File: config.mk
export PLATFORM = sky130hd
export DESIGN_NAME = multi_servo_sweep_profile
export DESIGN_NICKNAME = d
export VERILOG_FILES = /design/src/rtl/core/mss_pkg.sv /design/src/rtl/core/mss_store.sv /design/src/rtl/core/mss_advance.sv /design/src/rtl/core/multi_servo_sweep_profile.sv
export SDC_FILE = /design/constraint.sdc
export NUM_CORES = 2
export LEC_CHECK = 0
export ABC_AREA = 1
export BUFFER_PORTS_ARGS = -buffer_cell sky130_fd_sc_hd__buf_2
export CAP_MARGIN = 20
export CORE_MARGIN = 2
export CORE_UTILIZATION = 57
export CTS_CLUSTER_DIAMETER = 60
export DETAILED_ROUTE_END_ITERATION = 12
export GPL_ROUTABILITY_DRIVEN = 0
export PLACE_DENSITY = 0.76
export SYNTH_ARGS = -nofsm -noshare
export SYNTH_HDL_FRONTEND = slang
export SYNTH_SLANG_ARGS = --single-unit
File: constraint.sdc
create_clock -name clk -period 4.3 [get_ports clk]
set_input_delay 0.215 -clock clk [delete_from_list [all_inputs] [get_ports clk]]
set_output_delay 0.215 -clock clk [all_outputs]
set_load 0.005 [all_outputs]
File: src/rtl/core/mss_pkg.sv
// shared types and constants for the servo sweep profile block
package mss_pkg;

    localparam int NUM_SERVOS = 32;
    localparam int PUSH_TIME  = 128;

    localparam int IDX_W    = 5;
    localparam int WIDTH_W  = 12;
    localparam int TIMER_W  = 9;
    localparam int ADDR_W   = (NUM_SERVOS > 1) ? $clog2(NUM_SERVOS) : 1;
    localparam int SPAN2_W  = WIDTH_W + 1;

    // step = floor(2*span / PUSH_TIME) as a multiply by a rounded-up reciprocal,
    // exact for a 13-bit numerator and a divisor below 256
    localparam int DIV_SHIFT = SPAN2_W + 8;
    localparam int RECIP_W   = DIV_SHIFT;
    localparam int PROD_W    = SPAN2_W + RECIP_W;
    localparam logic [RECIP_W-1:0] RECIP =
        RECIP_W'((2 ** DIV_SHIFT + PUSH_TIME - 1) / PUSH_TIME);

    localparam logic [TIMER_W-1:0] TIMER_LIMIT = TIMER_W'(2 * PUSH_TIME);
    localparam logic [TIMER_W-1:0] DRIVE_LIMIT = TIMER_W'(PUSH_TIME + PUSH_TIME / 2);
    localparam logic [WIDTH_W-1:0] WIDTH_MAX   = '1;

    localparam logic [1:0] FUNC_TICK    = 2'd0;
    localparam logic [1:0] FUNC_REQUEST = 2'd1;
    localparam logic [1:0] FUNC_LOAD    = 2'd2;

    typedef struct packed {
        logic [1:0]         func;
        logic [IDX_W-1:0]   servo_index;
        logic [WIDTH_W-1:0] rest_width;
        logic [WIDTH_W-1:0] strike_width;
    } item_beat_t;

    typedef struct packed {
        logic [IDX_W-1:0]   out_index;
        logic [WIDTH_W-1:0] pulse_width;
        logic               moving_forward;
        logic               drive_enable;
        logic               last;
    } result_beat_t;

    typedef struct packed {
        logic [WIDTH_W-1:0] rest;
        logic [WIDTH_W-1:0] strike;
        logic [WIDTH_W-1:0] cur;
        logic               fwd;
        logic               pend;
        logic [TIMER_W-1:0] timer;
    } entry_t;

    typedef struct packed {
        logic              en;
        logic [ADDR_W-1:0] addr;
    } rd_req_t;

    typedef struct packed {
        logic              en;
        logic [ADDR_W-1:0] addr;
        entry_t            data;
    } wr_req_t;

    typedef enum logic [1:0] {
        ST_IDLE,
        ST_RMW,
        ST_TICK
    } state_t;

endpackage

File: src/rtl/core/mss_store.sv
// servo entry memory with registered read and per-entry valid bits
module mss_store (
    input  logic             clk,
    input  logic             rst_n,
    input  mss_pkg::rd_req_t rd_req,
    input  mss_pkg::wr_req_t wr_req,
    output mss_pkg::entry_t  rd_data
);

    mss_pkg::entry_t               entry_ram [mss_pkg::NUM_SERVOS];
    mss_pkg::entry_t               rd_data_reg;
    logic [mss_pkg::NUM_SERVOS-1:0] vld_reg;
    logic                          rd_vld_reg;

    always_ff @(posedge clk)
    begin
        if (wr_req.en)
        begin
            entry_ram[wr_req.addr] <= wr_req.data;
        end
        if (rd_req.en)
        begin
            rd_data_reg <= entry_ram[rd_req.addr];
        end
    end

    // never-written entries read as the all-zero reset entry
    always_ff @(posedge clk or negedge rst_n)
    begin
        if (!rst_n)
        begin
            vld_reg    <= '0;
            rd_vld_reg <= 1'b0;
        end
        else
        begin
            if (wr_req.en)
            begin
                vld_reg[wr_req.addr] <= 1'b1;
            end
            if (rd_req.en)
            begin
                rd_vld_reg <= vld_reg[rd_req.addr];
            end
        end
    end

    assign rd_data = rd_vld_reg ? rd_data_reg : '0;

endmodule

File: src/rtl/core/mss_advance.sv
// one tick of sweep and timer update for a single servo entry
module mss_advance (
    input  mss_pkg::entry_t              entry_in,
    input  logic [mss_pkg::WIDTH_W-1:0]  step,
    output mss_pkg::entry_t              entry_out,
    output logic                         drive_enable
);

    always_comb
    begin
        logic                        fwd;
        logic [mss_pkg::TIMER_W-1:0] tmr;
        logic signed [mss_pkg::WIDTH_W+1:0] cur_s;
        logic signed [mss_pkg::WIDTH_W+1:0] up_s;
        logic signed [mss_pkg::WIDTH_W+1:0] dn_s;

        fwd   = entry_in.pend | entry_in.fwd;
        tmr   = entry_in.pend ? '0 : entry_in.timer;
        up_s  = $signed({2'b00, entry_in.cur}) + $signed({2'b00, step});
        dn_s  = $signed({2'b00, entry_in.cur}) - $signed({2'b00, step});
        cur_s = $signed({2'b00, entry_in.cur});

        if (entry_in.rest > entry_in.strike)
        begin
            if (fwd)
            begin
                if (entry_in.cur > entry_in.strike)
                begin
                    cur_s = dn_s;
                end
                else
                begin
                    fwd = 1'b0;
                end
            end
            else if (entry_in.cur < entry_in.rest)
            begin
                cur_s = up_s;
            end
        end
        else
        begin
            if (fwd)
            begin
                if (entry_in.cur < entry_in.strike)
                begin
                    cur_s = up_s;
                end
                else
                begin
                    fwd = 1'b0;
                end
            end
            else if (entry_in.cur > entry_in.rest)
            begin
                cur_s = dn_s;
            end
        end

        if (tmr < mss_pkg::TIMER_LIMIT)
        begin
            tmr = tmr + 1'b1;
        end

        entry_out        = entry_in;
        entry_out.fwd    = fwd;
        entry_out.pend   = 1'b0;
        entry_out.timer  = tmr;
        if (cur_s < 0)
        begin
            entry_out.cur = '0;
        end
        else if (cur_s > $signed({2'b00, mss_pkg::WIDTH_MAX}))
        begin
            entry_out.cur = mss_pkg::WIDTH_MAX;
        end
        else
        begin
            entry_out.cur = cur_s[mss_pkg::WIDTH_W-1:0];
        end
        drive_enable = tmr < mss_pkg::DRIVE_LIMIT;
    end

endmodule

File: src/rtl/core/multi_servo_sweep_profile.sv
// top level of the servo sweep profile block: sequencer, tick pipeline and store
//
// Items arrive on the item channel (valid/ready); func selects a millisecond
// tick, a note request or a load of one servo entry. Requests and loads give
// no result; each is a read-modify-write of the entry memory, read as the
// item is taken and written in ST_RMW, after which item_ready returns.
// A request or load with an index beyond the servo count, or an unused func
// code, is taken and does nothing. A tick walks all NUM_SERVOS entries in
// index order, one entry per cycle while result_ready does not stall, through
// the single read port of the entry memory: read, reciprocal multiply for the
// step, update and write back. It gives one result beat per servo on the
// result channel, with last set on the final one; each beat passes the memory
// read register, the s2 stage and the output register.
// A stall on result_ready freezes the whole tick pipeline; no beat is lost.
// item_ready stays low from a tick's acceptance until the cycle after its
// final beat enters the output register; the next item may be taken while
// that beat waits.
// Reset clears the per-entry valid bits at once, so every entry reads as
// all zero until it is written; no clearing pass is needed.
module multi_servo_sweep_profile (
    input  logic                  clk,
    input  logic                  rst_n,
    input  logic                  item_valid,
    output logic                  item_ready,
    input  mss_pkg::item_beat_t   item_data,
    output logic                  result_valid,
    input  logic                  result_ready,
    output mss_pkg::result_beat_t result_data
);

    mss_pkg::state_t             state_reg;
    mss_pkg::state_t             state_next;
    mss_pkg::item_beat_t         hold_reg;
    mss_pkg::item_beat_t         hold_next;
    logic [mss_pkg::ADDR_W-1:0]  ctr_reg;
    logic [mss_pkg::ADDR_W-1:0]  ctr_next;
    logic                        issue_done_reg;
    logic                        issue_done_next;
    logic                        s1_valid_reg;
    logic                        s1_valid_next;
    logic [mss_pkg::ADDR_W-1:0]  s1_idx_reg;
    logic [mss_pkg::ADDR_W-1:0]  s1_idx_next;
    logic                        s2_valid_reg;
    logic                        s2_valid_next;
    logic [mss_pkg::ADDR_W-1:0]  s2_idx_reg;
    logic [mss_pkg::ADDR_W-1:0]  s2_idx_next;
    mss_pkg::entry_t             s2_entry_reg;
    mss_pkg::entry_t             s2_entry_next;
    logic [mss_pkg::PROD_W-1:0]  s2_prod_reg;
    logic [mss_pkg::PROD_W-1:0]  s2_prod_next;
    logic                        result_valid_reg;
    logic                        result_valid_next;
    mss_pkg::result_beat_t       result_reg;
    mss_pkg::result_beat_t       result_next;

    logic                        accept;
    logic                        in_range;
    logic                        rmw_start;
    logic                        adv;
    logic                        issue;
    logic [mss_pkg::WIDTH_W-1:0] span;
    mss_pkg::rd_req_t            rd_req;
    mss_pkg::wr_req_t            wr_req;
    mss_pkg::entry_t             store_data;
    mss_pkg::entry_t             adv_entry;
    logic                        adv_drive;

    assign accept   = item_valid && item_ready;
    assign in_range = {1'b0, item_data.servo_index} <
                      (mss_pkg::IDX_W + 1)'(mss_pkg::NUM_SERVOS);
    assign rmw_start = accept && in_range &&
                       (item_data.func == mss_pkg::FUNC_REQUEST ||
                        item_data.func == mss_pkg::FUNC_LOAD);
    // the whole tick pipeline moves only when the output register can take a beat
    assign adv = !result_valid_reg || result_ready;

    mss_store u_store (
        .clk     (clk),
        .rst_n   (rst_n),
        .rd_req  (rd_req),
        .wr_req  (wr_req),
        .rd_data (store_data)
    );

    mss_advance u_advance (
        .entry_in     (s2_entry_reg),
        .step         (s2_prod_reg[mss_pkg::DIV_SHIFT +: mss_pkg::WIDTH_W]),
        .entry_out    (adv_entry),
        .drive_enable (adv_drive)
    );

    // next state
    always_comb
    begin
        state_next = state_reg;
        unique case (state_reg)
            mss_pkg::ST_IDLE:
            begin
                if (accept && item_data.func == mss_pkg::FUNC_TICK)
                begin
                    state_next = mss_pkg::ST_TICK;
                end
                else if (rmw_start)
                begin
                    state_next = mss_pkg::ST_RMW;
                end
            end
            mss_pkg::ST_RMW:
            begin
                state_next = mss_pkg::ST_IDLE;
            end
            mss_pkg::ST_TICK:
            begin
                if (issue_done_reg && !s1_valid_reg && !s2_valid_reg)
                begin
                    state_next = mss_pkg::ST_IDLE;
                end
            end
            default:
            begin
                state_next = mss_pkg::ST_IDLE;
            end
        endcase
    end

    // outputs of the sequencer: handshake and memory ports
    always_comb
    begin
        item_ready  = 1'b0;
        issue       = 1'b0;
        rd_req.en   = 1'b0;
        rd_req.addr = item_data.servo_index[mss_pkg::ADDR_W-1:0];
        wr_req.en   = 1'b0;
        wr_req.addr = hold_reg.servo_index[mss_pkg::ADDR_W-1:0];
        wr_req.data = store_data;
        unique case (state_reg)
            mss_pkg::ST_IDLE:
            begin
                item_ready = 1'b1;
                rd_req.en  = rmw_start;
            end
            mss_pkg::ST_RMW:
            begin
                wr_req.en = 1'b1;
                if (hold_reg.func == mss_pkg::FUNC_LOAD)
                begin
                    wr_req.data.rest   = hold_reg.rest_width;
                    wr_req.data.strike = hold_reg.strike_width;
                    wr_req.data.cur    = hold_reg.rest_width;
                end
                else
                begin
                    wr_req.data.pend = 1'b1;
                end
            end
            mss_pkg::ST_TICK:
            begin
                issue       = adv && !issue_done_reg;
                rd_req.en   = issue;
                rd_req.addr = ctr_reg;
                wr_req.en   = s2_valid_reg && adv;
                wr_req.addr = s2_idx_reg;
                wr_req.data = adv_entry;
            end
            default:
            begin
                item_ready = 1'b0;
            end
        endcase
    end

    // walk counter and pipeline stages
    always_comb
    begin
        ctr_next          = ctr_reg;
        issue_done_next   = issue_done_reg;
        hold_next         = accept ? item_data : hold_reg;
        s1_valid_next     = s1_valid_reg;
        s1_idx_next       = s1_idx_reg;
        s2_valid_next     = s2_valid_reg;
        s2_idx_next       = s2_idx_reg;
        s2_entry_next     = s2_entry_reg;
        s2_prod_next      = s2_prod_reg;
        result_valid_next = result_valid_reg;
        result_next       = result_reg;

        span = (store_data.rest > store_data.strike) ?
               store_data.rest - store_data.strike :
               store_data.strike - store_data.rest;

        if (accept && item_data.func == mss_pkg::FUNC_TICK)
        begin
            ctr_next        = '0;
            issue_done_next = 1'b0;
        end
        else if (issue)
        begin
            ctr_next        = ctr_reg + 1'b1;
            issue_done_next = ctr_reg == mss_pkg::ADDR_W'(mss_pkg::NUM_SERVOS - 1);
        end

        if (adv)
        begin
            s1_valid_next     = issue;
            s1_idx_next       = ctr_reg;
            s2_valid_next     = s1_valid_reg;
            s2_idx_next       = s1_idx_reg;
            s2_entry_next     = store_data;
            s2_prod_next      = mss_pkg::PROD_W'({span, 1'b0}) *
                                mss_pkg::PROD_W'(mss_pkg::RECIP);
            result_valid_next = s2_valid_reg;
            if (s2_valid_reg)
            begin
                result_next.out_index      = mss_pkg::IDX_W'(s2_idx_reg);
                result_next.pulse_width    = adv_entry.cur;
                result_next.moving_forward = adv_entry.fwd;
                result_next.drive_enable   = adv_drive;
                result_next.last           =
                    s2_idx_reg == mss_pkg::ADDR_W'(mss_pkg::NUM_SERVOS - 1);
            end
        end
    end

    always_ff @(posedge clk or negedge rst_n)
    begin
        if (!rst_n)
        begin
            state_reg        <= mss_pkg::ST_IDLE;
            issue_done_reg   <= 1'b1;
            s1_valid_reg     <= 1'b0;
            s2_valid_reg     <= 1'b0;
            result_valid_reg <= 1'b0;
            ctr_reg          <= '0;
        end
        else
        begin
            state_reg        <= state_next;
            issue_done_reg   <= issue_done_next;
            s1_valid_reg     <= s1_valid_next;
            s2_valid_reg     <= s2_valid_next;
            result_valid_reg <= result_valid_next;
            ctr_reg          <= ctr_next;
        end
    end

    always_ff @(posedge clk)
    begin
        hold_reg     <= hold_next;
        s1_idx_reg   <= s1_idx_next;
        s2_idx_reg   <= s2_idx_next;
        s2_entry_reg <= s2_entry_next;
        s2_prod_reg  <= s2_prod_next;
        result_reg   <= result_next;
    end

    assign result_valid = result_valid_reg;
    assign result_data  = result_reg;

    a_ready_pipe_empty: assert property (@(posedge clk) disable iff (!rst_n)
        item_ready |-> !s1_valid_reg && !s2_valid_reg)
        else $error("item taken while tick pipeline busy");

    a_last_index: assert property (@(posedge clk) disable iff (!rst_n)
        (result_valid && result_data.last) |->
            result_data.out_index == mss_pkg::IDX_W'(mss_pkg::NUM_SERVOS - 1))
        else $error("last beat on wrong servo");

    a_no_same_entry: assert property (@(posedge clk) disable iff (!rst_n)
        (wr_req.en && rd_req.en) |-> wr_req.addr != rd_req.addr)
        else $error("read and write of one entry in the same cycle");

    a_tick_drained: assert property (@(posedge clk) disable iff (!rst_n)
        (state_reg == mss_pkg::ST_TICK && state_next == mss_pkg::ST_IDLE) |->
            issue_done_reg && !s2_valid_reg)
        else $error("tick left before all entries written back");

endmodule
# == Word-level counts from Yosys, hierarchy flattened ==
# Memory sizes are Yosys's and may differ from the RTL's. A register that Yosys moved wholly into a read port is not among the register bits.
# Index checks and enable logic that the tools add are counted.
# word_totals
reg_bits,164
ramBits,1504
in_bits,35
output_inout_bits,22
elab_cells,120
mem_count,1
# memory_table
memory,words,width,read_ports,rd_ports_with_merged_regs,wr,line_no,rtl
u_store.entry_ram,32,47,1,1,1,mss_store.sv:10,mss_pkg::entry_t entry_ram [mss_pkg::NUM_SERVOS];
# op_classes
n_addsub,6
order_cmp,13
eq_ne,9
n_mux,44
bitwise_logic,2
reduce_logical,19
# ops
op,n
$mux 14,7
$pmux 36 s2,1
$gt 12x12->1,4
$mux 47,1
$mux 12,3
$mux 36,1
$or 32x32->32,1
$mux 9,3
$lt 12x12->1,2
$sub 12x12->12,2
$mux 5,4
$mux 1,15
$gt 14x13->1 const B,1
$lt 14x1->1 const B,1
$add 12x6->13,1
$sub 12x6->13,1
$lt 5x6->1 const B,2
$eq 5x5->1 const B,2
$add 9x1->9 const B,1
$lt 9x8->1 const B,1
$lt 9x9->1 const B,1
$logic_and 1x1->1,8
$eq 2x2->1 const B,3
$mux 2,3
other kinds (15),24

# == Longest topological paths before layout ==
# logic_depth
ltp_word,8
mapped_depth,20
depth_no_buf,19

# == Cells and area by module ==
# From an unflattened synthesis, not the netlist that was laid out.
# hier_totals
cells_unflattened,6632
area_unflattened_um2,73719.5
# modules_own_cells
module,instances,cells_each,area_each_um2,seq_area_each_um2
mss_store,1,5222,63429.6,47400.5
multi_servo_sweep_profile,1,705,6518.8,3699.8
mss_advance,1,705,3771.1,0.0

# == Least setup slack after synthesis ==
# OpenSTA, ideal clock, no wires.
# synth_timing
path_type,reg2reg
start,"register result_valid_reg, in the netlist result_valid"
end,memory u_store.entry_ram[11][0] (netlist bit) (enable)
setup_ps,452
t_arrival_ps,4137
t_required_ps,3848
slack_ps,-289
path_stages_with_launch,9
n_path_buf,1
synth_period_minus_slack_ps,4589
cell_sequence,dfrtp_1 inv_1 nor2_1 nor2_1 nand2_1 a21oi_1 nand3_1 clkbuf_1 nor2_1
# synth_between
elab_chain_cells,6
# synth_lines
item,line_no,rtl
start: declaration,multi_servo_sweep_profile.sv:51,logic result_valid_reg;
start signal: assignment,multi_servo_sweep_profile.sv:241,result_valid_reg <= result_valid_next;
$logic_not 1->1,multi_servo_sweep_profile.sv:75,assign adv = !result_valid_reg || result_ready;
$logic_or 1x1->1,multi_servo_sweep_profile.sv:75,
$logic_and 1x1->1,multi_servo_sweep_profile.sv:161,wr_req.en = s2_valid_reg && adv;
$pmux 1 s2,multi_servo_sweep_profile.sv:136,unique case (state_reg)
$mux 1,mss_store.sv:17,if (wr_req.en)
$mux 1 (implied by the code),mss_store.sv:19,entry_ram[wr_req.addr] <= wr_req.data;
end: declaration,mss_store.sv:10,
# No other way between the ends.

==> flow_summary.json <==
{
  "min-delay-start": "item_valid",
  "syn_to_final_growth_pct": 13.3,
  "synth_common_cells": "edfxtp_1 (1665), nor2_1 (948), o21ai_0 (817)",
  "synth_area_leader_cell": "edfxtp_1",
  "rsz0062_at_grt": "no",
  "antenna_found_initial": 4,
  "min_period_over_period_pct": 91.2,
  "wirelength_um": 203000,
  "violations": "DRC",
  "synth_flop_cell": "edfxtp_1",
  "clk_latency_ns": 0.83,
  "h-tree-depth": 4,
  "worst_ep_required_time_ns": 4.90,
  "cts_tree": "yes",
  "largest_reg_flops": 1504,
  "synth_seq_area_share_pct": 72.7,
  "clock-sinks": 1709,
  "synth_nets": 5660,
  "clockBufferDepth": 3,
  "drive_gt1_share_pct": 10.3,
  "ant_nets": 0,
  "outcome": "complete, but fails checks",
  "synthDominantCellAreaShare_pct": 71.1,
  "crit_path_start": "s2_entry_reg[17]",
  "timing.critical_path.buf_inv": 2,
  "critPathKind": "reg2reg",
  "core_region_area_mm2": 0.122,
  "relSlewSlack_pct": 25.2,
  "cts_root_buffer": "clkbuf_16",
  "async_reset_ff_share_pct": 2.57,
  "die-area_mm2": 0.126,
  "tightest_slew_ns": 1.12,
  "fill_cells": 8349,
  "ir_drop_mv": 0.532,
  "worst_setup_path_start_kind": "flip-flop",
  "drcViolationCount": 2,
  "r2r_start": "s2_entry_reg[17]",
  "numCtsBuffers": 166,
  "die_h_um": 355,
  "cp_slowest_cell": "edfxtp_1",
  "r2r_slack_ns": 0.38,
  "num_vias": 49300,
  "critPathCaptureType": "flip-flop",
  "dr.pass1.iters": 12,
  "fin_util_pct": 65.2,
  "vias_per_cell": 6.67,
  "synth_cells": 5545,
  "grt_max_degree": 142,
  "routedWlPerCell_um": 27.5,
  "grt_pass1_wl_um": 294000,
  "report.final.slew_viol_count": 0,
  "die_w_um": 355,
  "p_leak_nw": 27.1,
  "fin_nets": 5758,
  "synth_cell_types": 46,
  "avgSynthCellArea_um2": 12.7,
  "path_max_fanout": 32,
  "power_density_mw_per_mm2": 668,
  "hold-worst-slack_ns": 0.0651,
  "synth_edf_count": 1665,
  "cpLargestDelayFamily": "simple AND/OR/NAND/NOR gates",
  "skew_ns": 0.0659,
  "yosysMostFrequentCell": "edfxtp_1",
  "postSynthRegisterBits": 1709,
  "ys_warn_count": 0,
  "grt_pass1_vias": 46700,
  "cpPeakStageDelay_ns": 0.71,
  "setup-tns-final_ns": 0,
  "setup_viol": 0,
  "post_cts_resize_count": 0,
  "ctsHoldBuffers": 34,
  "rows": 128,
  "cts_setup_buffers": 0,
  "fmax_mhz": 255,
  "path_cells": "ha_1 > nand2_1 > nor2_1 > nand2_1 > inv_1 > nand2_1 > nand3_1 > nor2_1 > nand2_1 > nand3_1 > nand3_2 > nand3_1 > nand3_1 > a21oi_2 > buf_4",
  "hold_violations": 0,
  "hpwl_um": 108000,
  "yosys-top-cells-area": "edfxtp_1 (71%), o21ai_0 (5.8%), nor2_1 (5.1%)",
  "grt_overflow_total": 0,
  "period_needed_ns": 3.92,
  "io_pins": 57,
  "hp-class": "in2reg",
  "drv_cap": 0,
  "syn_area_mm2": 0.0703,
  "drt_iter0_markers": 8692,
  "start_util_pct": 57.6,
  "portBuffers": 56,
  "worstPathArrival_ns": 4.53,
  "track_usage_pct": 31.6,
  "path_clk_slew_ns": 0.06
}
## stage by stage
step	setup slack, ns	cells	total power, mW	cell area (um^2)
2_1_floorplan	-0.289	5545	33.1	70300
3_3_place_gp	0.726	7053	38.3	73900
3_5_place_dp	0.614	7055	38.7	73900
4_1_cts	0.598	7377	52.5	79400
5_1_grt	0.330	7388	55.1	79600
6_report	0.376	7389	53.1	79600
## cell families (layout without fill, tap and decap cells)
| group | after synthesis | after routing | share of synthesized area, % |
|---|---|---|---|
| other cells | 0 | 1 | 0 |
| xor+xnor | 23 | 23 | 0.287 |
| simple gates | 1655 | 1655 | 9.41 |
| compound gates | 1504 | 1504 | 12.8 |
| fa+ha+maj | 80 | 80 | 1.45 |
| flops | 1709 | 1709 | 72.7 |
| buf+inv | 574 | 792 | 3.37 |
## power breakdown
part	internal (mW)	total, mW	leakage (nW)	switching (mW)
combinational	4.38	16.2	8.73	11.8
sequential	22.3	23.0	15.9	0.731
clock	7.71	13.9	2.50	6.22
## worst min-delay path, delay by kind of cell
kind / cells / cell delay, ns
simple gates: 1 / 0.06
buf+inv: 3 / 0.40
## final timing paths
kind                                              to  cells past startpoint
max                        u_store.entry_ram[26][22]                     15
min                                     hold_reg[15]                      4
max reg2reg                u_store.entry_ram[26][22]                     15
min reg2reg                            s2_idx_reg[3]                      0
max in group asynchronous         u_store.rd_vld_reg                      4
min in group asynchronous        u_store.vld_reg[13]                      4
## routing by layer
metal	global-route usage [%]	up-vias	wire length, um
met3	7.22	699	29000
met5	0	-	15
li1	-	20800	-
met1	43.6	23800	72600
met4	15.0	2	10100
met2	48.1	4039	91200
## layout make-up
class	instances	area, um^2	area share, %
Clock buffer	209	4330	5.43
Tap cell	1625	2030	2.55
Antenna cell	1	2.50	0.00314
Clock inverter	79	823	1.03
Inverter	209	802	1.01
Sequential cell	1709	51100	64.2
Multi-Input combinational cell	3262	17300	21.7
Timing Repair Buffer	295	3240	4.07
## placed cells by master, fill, tap and decap left out, types with 9 or more instances in the layout
master	instances
a21oi_1	67
a21oi_2	14
a31oi_1	47
buf_12	79
buf_2	56
buf_4	113
buf_8	12
bufinv_16	9
clkbuf_1	42
clkbuf_16	166
clkinv_1	30
clkinv_2	21
dfrtp_1	42
dlygate4sd3_1	34
edfxtp_1	1665
ha_1	76
inv_1	203
nand2_1	434
nand3_1	222
nand4_1	12
nor2_1	914
nor2_4	33
nor3_1	10
o211ai_1	61
o21ai_0	784
o21ai_1	103
o21ai_2	28
o221ai_1	275
o22ai_1	103
or2_2	21
xor2_1	17
Power figures use the tool's default switching activity.
